## config.mk

```make
export PLATFORM = sky130hd
export DESIGN_NAME = energy_meter_poll_master
export DESIGN_NICKNAME = d
export VERILOG_FILES = /design/src/rtl/emp_pkg.sv /design/src/rtl/emp_core.sv /design/src/rtl/emp_emit.sv /design/src/rtl/energy_meter_poll_master.sv
export SDC_FILE = /design/constraint.sdc
export NUM_CORES = 1
export LEC_CHECK = 0
export BUFFER_PORTS_ARGS = -buffer_cell sky130_fd_sc_hd__buf_4
export CAP_MARGIN = 20
export CORE_AREA = 2 2 195 197
export CTS_BUF_LIST = sky130_fd_sc_hd__clkbuf_4 sky130_fd_sc_hd__clkbuf_8
export CTS_CLUSTER_DIAMETER = 150
export CTS_CLUSTER_SIZE = 8
export DETAILED_ROUTE_END_ITERATION = 8
export DIE_AREA = 0 0 197 199
export GPL_TIMING_DRIVEN = 0
export PLACE_DENSITY = 0.7
export SLEW_MARGIN = 20
export SYNTH_ARGS = -nofsm -noshare
export SYNTH_HDL_FRONTEND = slang
export SYNTH_SLANG_ARGS = --single-unit
```

## constraint.sdc

```tcl
create_clock -name clk -period 6.19 [get_ports clk]
set_input_delay 0.9285 -clock clk [delete_from_list [all_inputs] [get_ports clk]]
set_output_delay 0.9285 -clock clk [all_outputs]
set_load 0.03 [all_outputs]
```

## src/rtl/emp_pkg.sv

```systemverilog
// shared types and constants of the energy meter poll master
// item structs, result kinds, error codes, register indexes, frame layout
// no dependencies
package emp_pkg;

  localparam int FRAME_BYTES = 7;
  localparam int MS_W        = 16;

  // result kinds
  localparam logic [2:0] KIND_TX       = 3'd0;
  localparam logic [2:0] KIND_VOLTAGE  = 3'd1;
  localparam logic [2:0] KIND_CURRENT  = 3'd2;
  localparam logic [2:0] KIND_ERROR    = 3'd3;
  localparam logic [2:0] KIND_COMPLETE = 3'd4;

  // error codes
  localparam logic [1:0] ERR_CHECKSUM = 2'd0;
  localparam logic [1:0] ERR_RESPONSE = 2'd1;
  localparam logic [1:0] ERR_TIMEOUT  = 2'd2;

  // operations
  localparam logic OP_TICK = 1'b0;
  localparam logic OP_BYTE = 1'b1;

  // configuration register indexes
  localparam logic [1:0] REG_DEVICE_ADDRESS  = 2'd0;
  localparam logic [1:0] REG_READ_TIMEOUT_MS = 2'd1;
  localparam logic [1:0] REG_SETTLE_MS       = 2'd2;

  localparam logic [31:0]   DEVICE_ADDRESS_RST  = 32'hC0A8_0101;
  localparam logic [MS_W-1:0] READ_TIMEOUT_RST  = 16'd3000;
  localparam logic [MS_W-1:0] SETTLE_RST        = 16'd1000;

  // frame bytes
  localparam logic [7:0] CMD_VOLT = 8'hB0;
  localparam logic [7:0] RSP_VOLT = 8'hA0;
  localparam logic [7:0] CMD_CURR = 8'hB1;
  localparam logic [7:0] RSP_CURR = 8'hA1;

  localparam logic [2:0] LAST_BYTE = 3'(FRAME_BYTES - 1);

  typedef struct packed {
    logic       operation;
    logic [7:0] rx_byte;
  } in_item_t;

  typedef struct packed {
    logic [2:0]  kind;
    logic [7:0]  tx_byte;
    logic        last;
    logic [19:0] voltage_tenths;
    logic [22:0] current_hundredths;
    logic [1:0]  error_code;
    logic [31:0] error_total;
  } out_item_t;

  typedef logic [FRAME_BYTES-1:0][7:0] frame_t;

  // results caused by one item, handed from the sequencer to the emitter
  typedef struct packed {
    logic      load;
    logic      is_frame;
    frame_t    frame;
    out_item_t tmpl;
  } batch_t;

endpackage

```

## src/rtl/emp_core.sv

```systemverilog
// polling sequencer: phase, timers, reply capture, checks and readings
// updates all polling state in the cycle an item is accepted, builds the result batch
// depends on emp_pkg
module emp_core (
  input  logic              clk,
  input  logic              rst,
  input  logic              cfg_we,
  input  logic [1:0]        cfg_index,
  input  logic [31:0]       cfg_data,
  input  logic              accept,
  input  emp_pkg::in_item_t item,
  output emp_pkg::batch_t   batch
);
  import emp_pkg::*;

  typedef enum logic [2:0] {
    PH_SEND_V = 3'd0,
    PH_RECV_V = 3'd1,
    PH_SEND_C = 3'd2,
    PH_RECV_C = 3'd3,
    PH_SETTLE = 3'd4
  } phase_t;

  logic [31:0]     device_address;
  logic [MS_W-1:0] read_timeout_ms;
  logic [MS_W-1:0] settle_ms;

  phase_t          phase, phase_next;
  logic [MS_W-1:0] elapsed, elapsed_next;
  logic [2:0]      reply_count, reply_count_next;
  logic [31:0]     error_counter, error_counter_next;
  logic [19:0]     held_voltage, held_voltage_next;
  logic [7:0]      reply_bytes [FRAME_BYTES-1];

  logic        store_byte;
  logic [7:0]  sum;
  logic [7:0]  cmd;
  logic [7:0]  rsp;
  logic [15:0] value;
  logic [31:0] err_inc;
  logic [1:0]  code;
  logic [2:0]  kind;
  logic [22:0] current;

  assign value   = {reply_bytes[1], reply_bytes[2]};
  assign sum     = reply_bytes[0] + reply_bytes[1] + reply_bytes[2]
                 + reply_bytes[3] + reply_bytes[4] + reply_bytes[5];
  assign err_inc = (error_counter == '1) ? error_counter : error_counter + 32'd1;
  assign rsp     = (phase == PH_RECV_V) ? RSP_VOLT : RSP_CURR;
  assign cmd     = (phase == PH_SEND_V) ? CMD_VOLT : CMD_CURR;

  always_comb begin
    phase_next         = phase;
    elapsed_next       = elapsed;
    reply_count_next   = reply_count;
    error_counter_next = error_counter;
    held_voltage_next  = held_voltage;
    store_byte         = 1'b0;
    kind               = KIND_TX;
    code               = ERR_CHECKSUM;
    current            = '0;
    batch.load         = 1'b0;
    batch.is_frame     = 1'b0;

    if (item.operation == OP_TICK) begin
      case (phase)
        PH_SEND_V, PH_SEND_C: begin
          phase_next       = (phase == PH_SEND_V) ? PH_RECV_V : PH_RECV_C;
          reply_count_next = '0;
          elapsed_next     = '0;
          batch.load       = 1'b1;
          batch.is_frame   = 1'b1;
        end
        PH_SETTLE: begin
          if (elapsed >= settle_ms) begin
            phase_next   = PH_SEND_V;
            elapsed_next = '0;
            kind         = KIND_COMPLETE;
            batch.load   = 1'b1;
          end else if (elapsed >= read_timeout_ms) begin
            kind       = KIND_ERROR;
            code       = ERR_TIMEOUT;
            batch.load = 1'b1;
          end else begin
            elapsed_next = elapsed + 1'b1;
          end
        end
        default: begin
          if (elapsed >= read_timeout_ms) begin
            kind       = KIND_ERROR;
            code       = ERR_TIMEOUT;
            batch.load = 1'b1;
          end else begin
            elapsed_next = elapsed + 1'b1;
          end
        end
      endcase
    end else if ((phase == PH_RECV_V || phase == PH_RECV_C)
                 && !(item.rx_byte == 8'd0 && reply_count == 3'd0)) begin
      elapsed_next = '0;
      if (reply_count != LAST_BYTE) begin
        store_byte       = 1'b1;
        reply_count_next = reply_count + 3'd1;
      end else begin
        reply_count_next = '0;
        batch.load       = 1'b1;
        if (sum != item.rx_byte) begin
          kind = KIND_ERROR;
          code = ERR_CHECKSUM;
        end else if (reply_bytes[0] != rsp) begin
          kind = KIND_ERROR;
          code = ERR_RESPONSE;
        end else if (phase == PH_RECV_V) begin
          kind              = KIND_VOLTAGE;
          held_voltage_next = {4'd0, value} * 20'd10 + {12'd0, reply_bytes[3]};
          phase_next        = PH_SEND_C;
        end else begin
          kind       = KIND_CURRENT;
          current    = {7'd0, value} * 23'd100 + {15'd0, reply_bytes[3]};
          phase_next = PH_SETTLE;
        end
      end
    end

    // every error restarts the cycle
    if (batch.load && kind == KIND_ERROR) begin
      error_counter_next = err_inc;
      phase_next         = PH_SEND_V;
      elapsed_next       = '0;
      reply_count_next   = '0;
    end

    batch.frame[0] = cmd;
    batch.frame[1] = device_address[31:24];
    batch.frame[2] = device_address[23:16];
    batch.frame[3] = device_address[15:8];
    batch.frame[4] = device_address[7:0];
    batch.frame[5] = 8'd0;
    batch.frame[6] = cmd + device_address[31:24] + device_address[23:16]
                   + device_address[15:8] + device_address[7:0];

    batch.tmpl.kind               = kind;
    batch.tmpl.tx_byte            = 8'd0;
    batch.tmpl.last               = 1'b0;
    batch.tmpl.voltage_tenths     = held_voltage_next;
    batch.tmpl.current_hundredths = current;
    batch.tmpl.error_code         = code;
    batch.tmpl.error_total        = error_counter_next;
    batch.load                    = batch.load && accept;
  end

  always_ff @(posedge clk) begin
    if (rst) begin
      device_address  <= DEVICE_ADDRESS_RST;
      read_timeout_ms <= READ_TIMEOUT_RST;
      settle_ms       <= SETTLE_RST;
      phase           <= PH_SEND_V;
      elapsed         <= '0;
      reply_count     <= '0;
      error_counter   <= '0;
      held_voltage    <= '0;
    end else begin
      if (cfg_we) begin
        case (cfg_index)
          REG_DEVICE_ADDRESS:  device_address  <= cfg_data;
          REG_READ_TIMEOUT_MS: read_timeout_ms <= cfg_data[MS_W-1:0];
          REG_SETTLE_MS:       settle_ms       <= cfg_data[MS_W-1:0];
          default: ;
        endcase
      end
      if (accept) begin
        phase         <= phase_next;
        elapsed       <= elapsed_next;
        reply_count   <= reply_count_next;
        error_counter <= error_counter_next;
        held_voltage  <= held_voltage_next;
      end
    end
  end

  // reply bytes need no reset, each is written before it is checked
  always_ff @(posedge clk) begin
    if (accept && store_byte) begin
      reply_bytes[reply_count] <= item.rx_byte;
    end
  end

  a_count_range: assert property (@(posedge clk) disable iff (rst)
    reply_count <= LAST_BYTE)
    else $error("reply count past frame end");

  a_send_to_recv: assert property (@(posedge clk) disable iff (rst)
    accept && item.operation == OP_TICK && phase == PH_SEND_V |=> phase == PH_RECV_V)
    else $error("voltage request not followed by receive");

  a_err_mono: assert property (@(posedge clk) disable iff (rst)
    1'b1 |=> error_counter >= $past(error_counter))
    else $error("error count went down");

endmodule

```

## src/rtl/emp_emit.sv

```systemverilog
// result emitter: holds one batch and sends its results one per cycle while res_ready is high
// a request frame gives seven results, anything else one
// depends on emp_pkg
module emp_emit (
  input  logic               clk,
  input  logic               rst,
  input  emp_pkg::batch_t    batch,
  output logic               can_load,
  output logic               res_valid,
  input  logic               res_ready,
  output emp_pkg::out_item_t res
);
  import emp_pkg::*;

  logic      valid;
  logic      is_frame;
  logic [2:0] idx;
  frame_t    frame;
  out_item_t tmpl;
  logic      at_last;

  assign at_last  = !is_frame || idx == LAST_BYTE;
  assign can_load = !valid || (res_ready && at_last);
  assign res_valid = valid;

  always_comb begin
    res         = tmpl;
    res.tx_byte = is_frame ? frame[idx] : 8'd0;
    res.last    = at_last;
  end

  always_ff @(posedge clk) begin
    if (rst) begin
      valid <= 1'b0;
      idx   <= '0;
    end else if (batch.load) begin
      valid <= 1'b1;
      idx   <= '0;
    end else if (valid && res_ready) begin
      if (at_last) begin
        valid <= 1'b0;
      end else begin
        idx <= idx + 3'd1;
      end
    end
  end

  always_ff @(posedge clk) begin
    if (batch.load) begin
      is_frame <= batch.is_frame;
      frame    <= batch.frame;
      tmpl     <= batch.tmpl;
    end
  end

  a_load_ok: assert property (@(posedge clk) disable iff (rst)
    batch.load |-> can_load)
    else $error("batch loaded over pending results");

  a_single_idx: assert property (@(posedge clk) disable iff (rst)
    valid && !is_frame |-> idx == 3'd0)
    else $error("single result with nonzero index");

  a_idx_range: assert property (@(posedge clk) disable iff (rst)
    idx <= LAST_BYTE)
    else $error("frame index out of range");

endmodule

```

## src/rtl/energy_meter_poll_master.sv

```systemverilog
// top level of the energy meter poll master
// instantiates the polling sequencer (emp_core) and the result emitter (emp_emit)
// depends on emp_pkg
//
// usage:
//   ev channel (ev_valid/ev_ready/ev) carries one item per event: a 1 ms tick
//   (operation 0) or a received serial byte (operation 1)
//   res channel (res_valid/res_ready/res) carries the results; res.last marks
//   the final result of an item, items that cause nothing give no result
//   cfg_we/cfg_index/cfg_data write device_address (0), read_timeout_ms (1)
//   and settle_ms (2); other indexes are ignored
// timing:
//   state is updated in the cycle an item is accepted; its first result shows
//   in the next cycle from the output register
//   a tick in a send phase gives a seven-byte request, one byte per cycle while
//   res_ready is high; every other item gives at most one result
//   ev_ready is high while the emitter is empty or handing over its last
//   result, so items that give at most one result flow back to back as long as res_ready stays high
// reset: phase back to the voltage request, timers, counts, error total and
//   held voltage cleared, registers to their defaults
// stall: a low res_ready holds the current result and blocks new items while one is pending
module energy_meter_poll_master (
  input  logic               clk,
  input  logic               rst,
  input  logic               cfg_we,
  input  logic [1:0]         cfg_index,
  input  logic [31:0]        cfg_data,
  input  logic               ev_valid,
  output logic               ev_ready,
  input  emp_pkg::in_item_t  ev,
  output logic               res_valid,
  input  logic               res_ready,
  output emp_pkg::out_item_t res
);
  import emp_pkg::*;

  batch_t batch;
  logic   accept;

  // an item is taken only when the emitter can absorb whatever it causes
  assign accept = ev_valid && ev_ready;

  emp_core u_core (
    .clk       (clk),
    .rst       (rst),
    .cfg_we    (cfg_we),
    .cfg_index (cfg_index),
    .cfg_data  (cfg_data),
    .accept    (accept),
    .item      (ev),
    .batch     (batch)
  );

  emp_emit u_emit (
    .clk       (clk),
    .rst       (rst),
    .batch     (batch),
    .can_load  (ev_ready),
    .res_valid (res_valid),
    .res_ready (res_ready),
    .res       (res)
  );

endmodule

```

==> results of run 1 <==
## path summary, 6_finish.rpt
| path | end | from | slack (ns) | cells past startpoint |
|---|---|---|---|---|
| worst max-delay path | u_core.held_voltage[4] | u_core.reply_bytes[1][2] | 0.52 | 15 |
| worst max register to register | u_core.held_voltage[4] | u_core.reply_bytes[1][2] | 0.52 | 15 |
| worst min register to register | u_emit.frame[32] | u_core.device_address[0] | 0.44 | 0 |
| worst min-delay path | u_emit.frame[32] | u_core.device_address[0] | 0.44 | 0 |
## cell usage after synthesis, drive strengths merged (8+ instances only)
cell / n
a211oi: 19
o211ai: 23
nand3b: 9
a21oi: 125
xnor2: 81
mux2: 24
and2: 12
a31o: 8
and3: 18
o22ai: 11
dfxtp: 142
nor4: 21
ha: 150
nand2b: 16
nor3b: 10
nor2: 143
or3: 9
a21o: 13
mux2i: 18
o31ai: 9
o21ai: 41
xor2: 49
nand4: 16
or4: 8
o21a: 11
inv: 178
nand2: 211
nor2b: 22
nor3: 30
buf: 14
nand3: 45
fa: 55
edfxtp: 170
clkbuf: 52
## worst max-delay path, delay by kind of cell, from the launching register on
kind | cells | cell delay [ns]
AO/OA/AOI/OAI | 2 | 0.80
XOR/XNOR | 1 | 0.18
adder cells (fa/ha/maj) | 5 | 2.25
buffers and inverters | 3 | 0.41
flip-flops | 1 | 0.54
AND/OR/NAND/NOR | 4 | 1.43
## layout make-up
class	count	area [µm²]	share of cell area, %
Inverter	178	668	3.20
Sequential cell	312	7950	38.0
Clock inverter	3	36.3	0.174
Buffer	66	284	1.36
Multi-Input combinational cell	1277	9450	45.2
Timing Repair Buffer	140	1070	5.11
Clock buffer	77	853	4.08
Antenna cell	1	2.50	0.0120
Tap cell	474	593	2.84
## per-stage QoR
stage          power [mW]  setup WS, ns
2_1_floorplan        2.58          1.50
3_3_place_gp         2.72         0.585
3_5_place_dp         2.73         0.489
4_1_cts              4.41         0.461
5_1_grt              4.54         0.217
6_report             4.37         0.518
## flip-flops by register name, indices dropped and copies added (netlist names)
register and cells:
u_emit.res 80, u_emit.is_frame 1, u_core.held_voltage 20, u_core.elapsed 16
u_emit.frame 41, u_emit.idx 3, u_core.reply_bytes 48, u_core.phase 3
u_core.error_counter 32, u_core.device_address 32, u_core.settle_ms 16, u_core.read_timeout_ms 16
u_core.reply_count 3, u_emit.res_valid 1
## report_power, final
group          switching [mW]  internal (mW)
sequential             0.0306           2.26
combinational           0.251          0.148
clock                   0.815          0.870
## routing by layer
metal	part of all wire [%]	vias up
met5	0	-
met4	2.9	0
met3	5.6	75
met2	47	335
met1	45	6660
li1	-	6750
## kinds of logic after synthesis
kind of cell / share of synthesized area [%]
xor gates and xnor gates: 6.51
muxes: 2.58
DFF: 43.4
adders and majority gates: 16.3
AOI/OAI and AO/OA: 10.6
buffers and inverters: 5.14
and+or+nand+nor: 15.5
==> flow_summary.toml, run 1 <==
[sta]
rsz0062_at_grt = "no"
hold_viol = 0
tightestPinTransition_ns = 1.00
finalSetupTns_ns = 0
slew_headroom_pct = 33.0
maxSlewViolCount = 0
setup_violations = 0
finClkSkew_ns = 0.0401
whs_ns = 0.436
min_period_over_period_pct = 91.6
fmax_ghz = 0.176
min_period_ns = 5.67

[clock_network]
cts_resized = 0
postCtsHoldBufs = 0
clk_latency_ns = 0.64
clkSinkCount = 312
postCtsSetupRepairBufs = 0
cts_buffers = 44
cts-root-buf = "clkbuf_8"
h-tree-depth = 2
cts_tree = "built"
clock_path_buffers = 3
cts.clk_slew.worst_paths_ns = 0.07

[worst_setup_path]
critical_path.max_fanout = 10
slowest_delay_ns = 0.61
worst_setup_path_end_kind = "flip-flop"
critPathMostFrequentCell = "fa_1"
cp_cell_sequence = "fa_1, inv_1, fa_1, fa_1, inv_1, ha_1, fa_1, xor2_1, nor4_1, nand4_1, nor4_1, nand2b_1, clkbuf_1, o21ai_0, o211a_1"
cp.required_ns = 6.76
crit_type = "reg2reg"
arrival_ns = 6.24
crit_path_top_delay_cell = "nor4_1"
critPathLaunchType = "flip-flop"

[outcome]
status = "complete, no violations"

[logic_synthesis]
ys_seq_area_share_pct = 43.4
synth_fp_nets = 2086
synth_top_area_share_pct = 27.9
synth-edff-count = 170
synth_top_area_cell = "edfxtp_1"
synth_flop_cell = "edfxtp_1"
ys_warn_count = 0
syn_avg_cell_area_um2 = 10.0
ys_ff_latch = 312
postSynthCellCount = 1833
synth.distinct_cells = 81
synthTopCellsByArea = "edfxtp_1, dfxtp_1, ha_1"
ys_async_sr_fraction_pct = 0
syn_area_um2 = 18300

[routing]
drtPass1Iterations = 7
route.final.wire_length_mm = 43.1
drtIter0Drc = 940
postRouteAntennaNets = 0
drc_errors = 0
wl_per_cell_um = 17.0
avgViaCountPerCell = 5.47
vias = 13820

[global_routing]
grt_max_degree = 68
antenna_found_initial = 1
grt_pass1_wl_mm = 68.4
grt.met3_usage_pct = 3.68
gr-total-overflow = 0
use_met2_pct = 36.3
grt_usage_pct = 22.1
first_global_vias = 13315
busiest_layer = "met2"
use_met1_pct = 29.7

[place]
hpwl_mm = 32.6
gp_congestion = 0.876
place_area_um2 = 20000
dp_cells = 2447
port-buffer-count = 138

[floorplanning]
rows = 71
dieArea_um2 = 39200
fp.dieH_um = 199
io_pins = 139
die_w_um = 197
start_util_pct = 49.3
core_area_um2 = 37100

[pwr]
leakagePower_nw = 8.56
power_density_nw_per_um2 = 209
ir_drop_mv = 0.176

[final_layout]
nFillCells = 3269
drive_gt1_share_pct = 14.4
nets = 2272
final_cell_mix = "nand2_1, inv_1, edfxtp_1"
utilization_pct = 56.3
instances_no_fill = 2528
stdcell_area_um2 = 20900
mostFrequentLayoutCell = "nand2_1"
syn_to_final_growth_pct = 14.1

[min_path]
hp-class = "reg2reg"

[run]
max_cap_viol_count = 0
Note: power is estimated with default switching activity, not from simulation.
==> run 2: changes to the inputs <==
--- a/config.mk
+++ b/config.mk
@@ -15,6 +15,7 @@
 export DIE_AREA = 0 0 197 199
 export GPL_TIMING_DRIVEN = 0
 export PLACE_DENSITY = 0.7
+export REMOVE_ABC_BUFFERS = 1
 export SLEW_MARGIN = 20
 export SYNTH_ARGS = -nofsm -noshare
 export SYNTH_HDL_FRONTEND = slang
==> run 2 against run 1 <==
Effect of this change:
- power down 0.85%
- critical path depth stayed put
- wire length down 7.6%
- global-route usage shrank 1.9 points
- first-iteration DRC count shrank 24%
- die area unchanged
- count of clock-buffer cells in the layout is the same
- combinational power down 4%
- sequential share of layout area is 0.34 points higher
- clock power is essentially flat
- sequential cell count stayed put
==> flow_summary.toml, run 2 (same netlist as run 1, synthesis figures left out) <==
[sta]
hold_viol = 0
slew_headroom_pct = 26.7
fin_ws_ns = 0.616
maxSlewViolCount = 0
finClkSkew_ns = 0.0196
setup_violations = 0
min_period_ns = 5.57
rsz0062_at_grt = "no"
finalSetupTns_ns = 0
fmax_ghz = 0.179
tightestPinTransition_ns = 1.10
min_period_over_period_pct = 90.0

[pwr]
combPwrFrac_pct = 8.8
switchingPower_mw = 1.06
power_frac_clock_pct = 38.3
p_sw_share_pct = 24.5
p_seq_share_pct = 52.8
intPower_mw = 3.27
power_density_nw_per_um2 = 209
leakagePower_nw = 8.49
ir_drop_mv = 0.148

[worst_setup_path]
worst_setup_path_end_kind = "flip-flop"
r2r-start = "u_core.reply_bytes[1][2]"
crit_path_top_delay_cell = "edfxtp_1"
crit_end = "u_core.held_voltage[16]"
crit_type = "reg2reg"
critPathMostFrequentCell = "fa_1"
r2r_cells = 15
slowest_delay_ns = 0.58
arrival_ns = 6.02
critPathLaunch = "u_core.reply_bytes[1][2]"
r2r_end = "u_core.held_voltage[16]"
critical_path.max_fanout = 30
cp_cell_sequence = "fa_1, inv_1, fa_1, fa_1, inv_1, ha_1, fa_1, xor2_1, nor4_1, nand4_1, nor4_2, nand2b_2, nor2_2, mux2i_1, nor2_1"
worstSetupPathDepth = 15
cp_num_buf_inv = 2
critPathLaunchType = "flip-flop"
path_delay_family = "adder cells"
cp.required_ns = 6.64
ff2ff_setup_slack_ns = 0.62

[place]
place_ws_ns = 0.121
hpwl_mm = 29.3
gp_congestion = 0.844
port-buffer-count = 138

[floorplanning]
start_util_pct = 49.3
die_w_um = 197
core_area_um2 = 37100
fp.dieH_um = 199
io_pins = 139
rows = 71
dieArea_um2 = 39200

[final_layout]
syn_to_final_growth_pct = 13.1
utilization_pct = 55.8
mostFrequentLayoutCell = "nand2_1"
drive_gt1_share_pct = 14.8
largest_register_ffs = 80
num_antenna_cells = 0
nFillCells = 3263
final_cell_mix = "nand2_1, inv_1, edfxtp_1"
nets = 2210

[routing]
drc_errors = 0
vias = 13290
avgViaCountPerCell = 5.39
route.final.wire_length_mm = 39.8
wl_per_cell_um = 16.1
drtIter0Drc = 719
postRouteAntennaNets = 0
drtPass1Iterations = 5

[global_routing]
antenna_found_initial = 1
grt_max_degree = 111
first_global_vias = 12661
grt_pass1_wl_mm = 63.7
grt_usage_pct = 20.3
gr-total-overflow = 0

[run]
max_cap_viol_count = 0

[clock_network]
clkSinkCount = 312
cts-root-buf = "clkbuf_8"
clock_path_buffers = 3
clk_latency_ns = 0.59
cts_tree = "built"
cts.clk_slew.worst_paths_ns = 0.07
postCtsHoldBufs = 0
cts_buffers = 44
h-tree-depth = 2

[outcome]
status = "complete, no violations"

[min_path]
hp-class = "reg2reg"
[run 2: changes by cell type in the layout (fill, tap and decap cells not counted), sizes merged]
cell    previous run  this run
clkbuf           129        77
buf              154       144
diode              1         0
[run 2: worst reg2reg max path: cells and delay by family, from the launching register on]
family | cells | cell delay [ns]
fa+ha+maj | 5 | 2.28
xor+xnor | 1 | 0.17
mux | 1 | 0.26
flops | 1 | 0.58
buf+inv | 2 | 0.09
simple gates | 6 | 2.06
[run 2: power by group through the flow]
stage / clock network [mW] / logic, mW / registers, mW
after floorplan: 0 / 0.185 / 2.38
after global placement: 0 / 0.366 / 2.34
after detailed placement: 0 / 0.385 / 2.34
after CTS: 1.72 / 0.387 / 2.29
after global routing: 1.79 / 0.423 / 2.29
final: 1.66 / 0.383 / 2.29
[run 2: worst min-delay path by stage]
| stage | slack, ns | startpoint | cells past startpoint | to |
|---|---|---|---|---|
| global route | 0.46 | u_core.device_address[8] | 0 | u_emit.frame[24] |
| finish | 0.43 | u_core.device_address[0] | 0 | u_emit.frame[32] |
| floorplan | 0.41 | u_core.device_address[8] | 0 | u_emit.frame[24] |
| detailed placement | 0.42 | u_core.device_address[0] | 0 | u_emit.frame[32] |
| global placement | 0.42 | u_core.device_address[8] | 0 | u_emit.frame[24] |
| CTS | 0.43 | u_core.device_address[0] | 0 | u_emit.frame[32] |
[run 2: metal layers]
layer / part of all wire (%) / global-route usage [%] / vias up
li1: - / - / 6633
met1: 45 / 27.1 / 6356
met2: 48 / 34.4 / 234
met3: 4.7 / 3.12 / 65
met4: 1.9 / 5.32 / 2
met5: 0.035 / 0 / -
[run 2: area by class of cell]
| class | instances | area (µm²) | share of cell area, % |
|---|---|---|---|
| clock buffers | 77 | 853 | 4.12 |
| flip-flops and latches | 312 | 7950 | 38.4 |
| inverters | 178 | 668 | 3.23 |
| clock inverters | 3 | 36.3 | 0.175 |
| multi-input cells | 1277 | 9500 | 45.8 |
| repair buffers | 144 | 1120 | 5.42 |
| well taps | 474 | 593 | 2.86 |
[run 2: repair_timing]
| item | CTS | global route |
|---|---|---|
| endpoints found under the setup margin | 0 | 1 |
| resized for setup | 0 | 1 |
| setup buffers | 0 | 0 |
[run 2: through the flow]
| stage | hold slack (ns) | std cells | power (mW) | area, µm² |
|---|---|---|---|---|
| after floorplan | 0.408 | 1767 | 2.57 | 18000 |
| after global placement | 0.418 | 2379 | 2.71 | 19700 |
| after detailed placement | 0.415 | 2385 | 2.72 | 19800 |
| after CTS | 0.430 | 2465 | 4.39 | 20700 |
| after global routing | 0.462 | 2465 | 4.51 | 20700 |
| final | 0.427 | 2465 | 4.33 | 20700 |
==> run 3: changes to the inputs <==
--- a/config.mk
+++ b/config.mk
@@ -7,15 +7,14 @@
 export LEC_CHECK = 0
 export BUFFER_PORTS_ARGS = -buffer_cell sky130_fd_sc_hd__buf_4
 export CAP_MARGIN = 20
-export CORE_AREA = 2 2 195 197
+export CORE_AREA = 2 2 183 185
 export CTS_BUF_LIST = sky130_fd_sc_hd__clkbuf_4 sky130_fd_sc_hd__clkbuf_8
 export CTS_CLUSTER_DIAMETER = 150
 export CTS_CLUSTER_SIZE = 8
 export DETAILED_ROUTE_END_ITERATION = 8
-export DIE_AREA = 0 0 197 199
+export DIE_AREA = 0 0 185 187
 export GPL_TIMING_DRIVEN = 0
-export PLACE_DENSITY = 0.7
-export REMOVE_ABC_BUFFERS = 1
+export PLACE_DENSITY = 0.78
 export SLEW_MARGIN = 20
 export SYNTH_ARGS = -nofsm -noshare
 export SYNTH_HDL_FRONTEND = slang
==> run 3 against run 2 <==
Effect of this change:
- combinational power is 4% higher
- first-iteration DRC count is 26% higher
- global-route usage is 4.5 points higher
- critical path depth is 1 higher
- worst hold slack better by 0.011 ns
- non-clock buffer count is 62 higher
- count of clock-buffer cells in the layout stayed put
- via count is 5.4% higher
- register-to-register slack worse by 0.15 ns
- fmax is 2.6% lower
==> flow_summary.toml, run 3 (same netlist as run 1, synthesis figures left out) <==
[outcome]
status = "complete, no violations"

[clock_network]
clkSinkCount = 312
cts_tree = "built"
clk_latency_ns = 0.59
postCtsSetupRepairBufs = 0
cts-root-buf = "clkbuf_8"
postCtsHoldBufs = 0
clock_path_buffers = 3
cts_resized = 0
cts_buffers = 44
h-tree-depth = 2
cts.clk_slew.worst_paths_ns = 0.07

[worst_setup_path]
critPathLaunchType = "flip-flop"
r2r_end = "u_core.held_voltage[4]"
crit_type = "reg2reg"
worst_setup_path_end_kind = "flip-flop"
r2r-start = "u_core.reply_bytes[1][2]"
ff2ff_setup_slack_ns = 0.47
cp.required_ns = 6.72
crit_end = "u_core.held_voltage[4]"
critPathLaunch = "u_core.reply_bytes[1][2]"
arrival_ns = 6.25
r2r_cells = 16
critical_path.max_fanout = 10

[final_layout]
instances_no_fill = 2500
utilization_pct = 63.5
final_cell_mix = "nand2_1, inv_1, edfxtp_1"
num_antenna_cells = 0
syn_to_final_growth_pct = 13.9
largest_register_ffs = 80
drive_gt1_share_pct = 14.3
nets = 2272
mostFrequentLayoutCell = "nand2_1"

[place]
dp_cells = 2421
hpwl_mm = 32.1
gp_congestion = 0.892
port-buffer-count = 138

[floorplanning]
dieArea_um2 = 34600
start_util_pct = 55.8
core_area_um2 = 32900
fp.dieH_um = 187
die_w_um = 185
rows = 67
io_pins = 139

[run]
max_cap_viol_count = 0

[pwr]
leakagePower_nw = 8.56
power_density_nw_per_um2 = 208
ir_drop_mv = 0.162

[global_routing]
gr-total-overflow = 0
first_global_vias = 13758
antenna_found_initial = 0
grt_usage_pct = 24.8
grt_pass1_wl_mm = 68.8
grt_max_degree = 67

[routing]
drtPass1Iterations = 6
wl_per_cell_um = 17.1
drtIter0Drc = 908
drc_errors = 0
postRouteAntennaNets = 0
avgViaCountPerCell = 5.60
route.final.wire_length_mm = 42.9
vias = 14008

[sta]
setup_violations = 0
maxSlewViolCount = 0
fmax_ghz = 0.175
whs_ns = 0.438
rsz0062_at_grt = "no"
min_period_over_period_pct = 92.5
min_period_ns = 5.72
finalSetupTns_ns = 0
hold_viol = 0
finClkSkew_ns = 0.0331
tightestPinTransition_ns = 1.02
slew_headroom_pct = 31.9

[min_path]
hp-class = "reg2reg"
==> run 3: changes by cell type in the layout (fill, tap and decap cells not counted), sizes merged <==
cell / delta
inv: -2
clkinv: +1
buf: +10
clkbuf: +52
==> run 3: final cells by class <==
type | count | area (µm²)
tap | 448 | 561
buffer | 66 | 284
clock inverter | 2 | 25.0
sequential | 312 | 7950
fill | 2658 | 12000
multi-input combinational | 1277 | 9450
inverter | 178 | 668
clock buffer | 77 | 860
timing repair buffer | 140 | 1070
==> run 3: routing by layer <==
metal | global-route usage [%] | vias to the layer above | wire, µm
met5 | 0 | - | 0
met4 | 8.64 | 0 | 1270
met3 | 3.84 | 86 | 2540
met2 | 41.7 | 454 | 20900
met1 | 32.6 | 6722 | 18200
li1 | - | 6746 | -
==> run 3: power by group <==
group	switching (mW)	internal, mW	leakage [nW]	total, mW
sequential	0.0306	2.26	2.73	2.29
combinational	0.251	0.148	5.35	0.399
clock	0.793	0.870	0.482	1.66
==> run 3: critical path, cell delays in order (launching register included) <==
cell      delay, ns
edfxtp_1       0.54
fa_1           0.57
inv_1          0.06
fa_1           0.47
fa_1           0.55
inv_1          0.05
ha_1           0.23
fa_1           0.42
a21o_1         0.20
a21oi_1        0.17
xnor2_1        0.14
nand4_1        0.28
nor4_1         0.64
nand2b_1       0.27
clkbuf_1       0.32
o21ai_0        0.52
o211a_1        0.23
==> run 3: how the worst min path moves through the flow <==
stage	start	endpoint	slack, ns	cells past startpoint
after CTS	u_core.device_address[8]	u_emit.frame[24]	0.43	0
after global placement	u_core.device_address[0]	u_emit.frame[32]	0.42	0
after floorplan	u_core.device_address[8]	u_emit.frame[24]	0.41	0
after global routing	u_core.device_address[0]	u_emit.frame[32]	0.44	0
final	u_core.device_address[8]	u_emit.frame[24]	0.44	0
after detailed placement	u_core.device_address[8]	u_emit.frame[24]	0.42	0
==> run 3: through the flow <==
step | worst slack, ns | power, mW | cell area (µm²)
6_report | 0.467 | 4.35 | 20900
5_1_grt | 0.217 | 4.49 | 20900
4_1_cts | 0.468 | 4.37 | 20900
3_5_place_dp | 0.516 | 2.73 | 20000
3_3_place_gp | 0.655 | 2.71 | 19900
2_1_floorplan | 1.50 | 2.58 | 18300
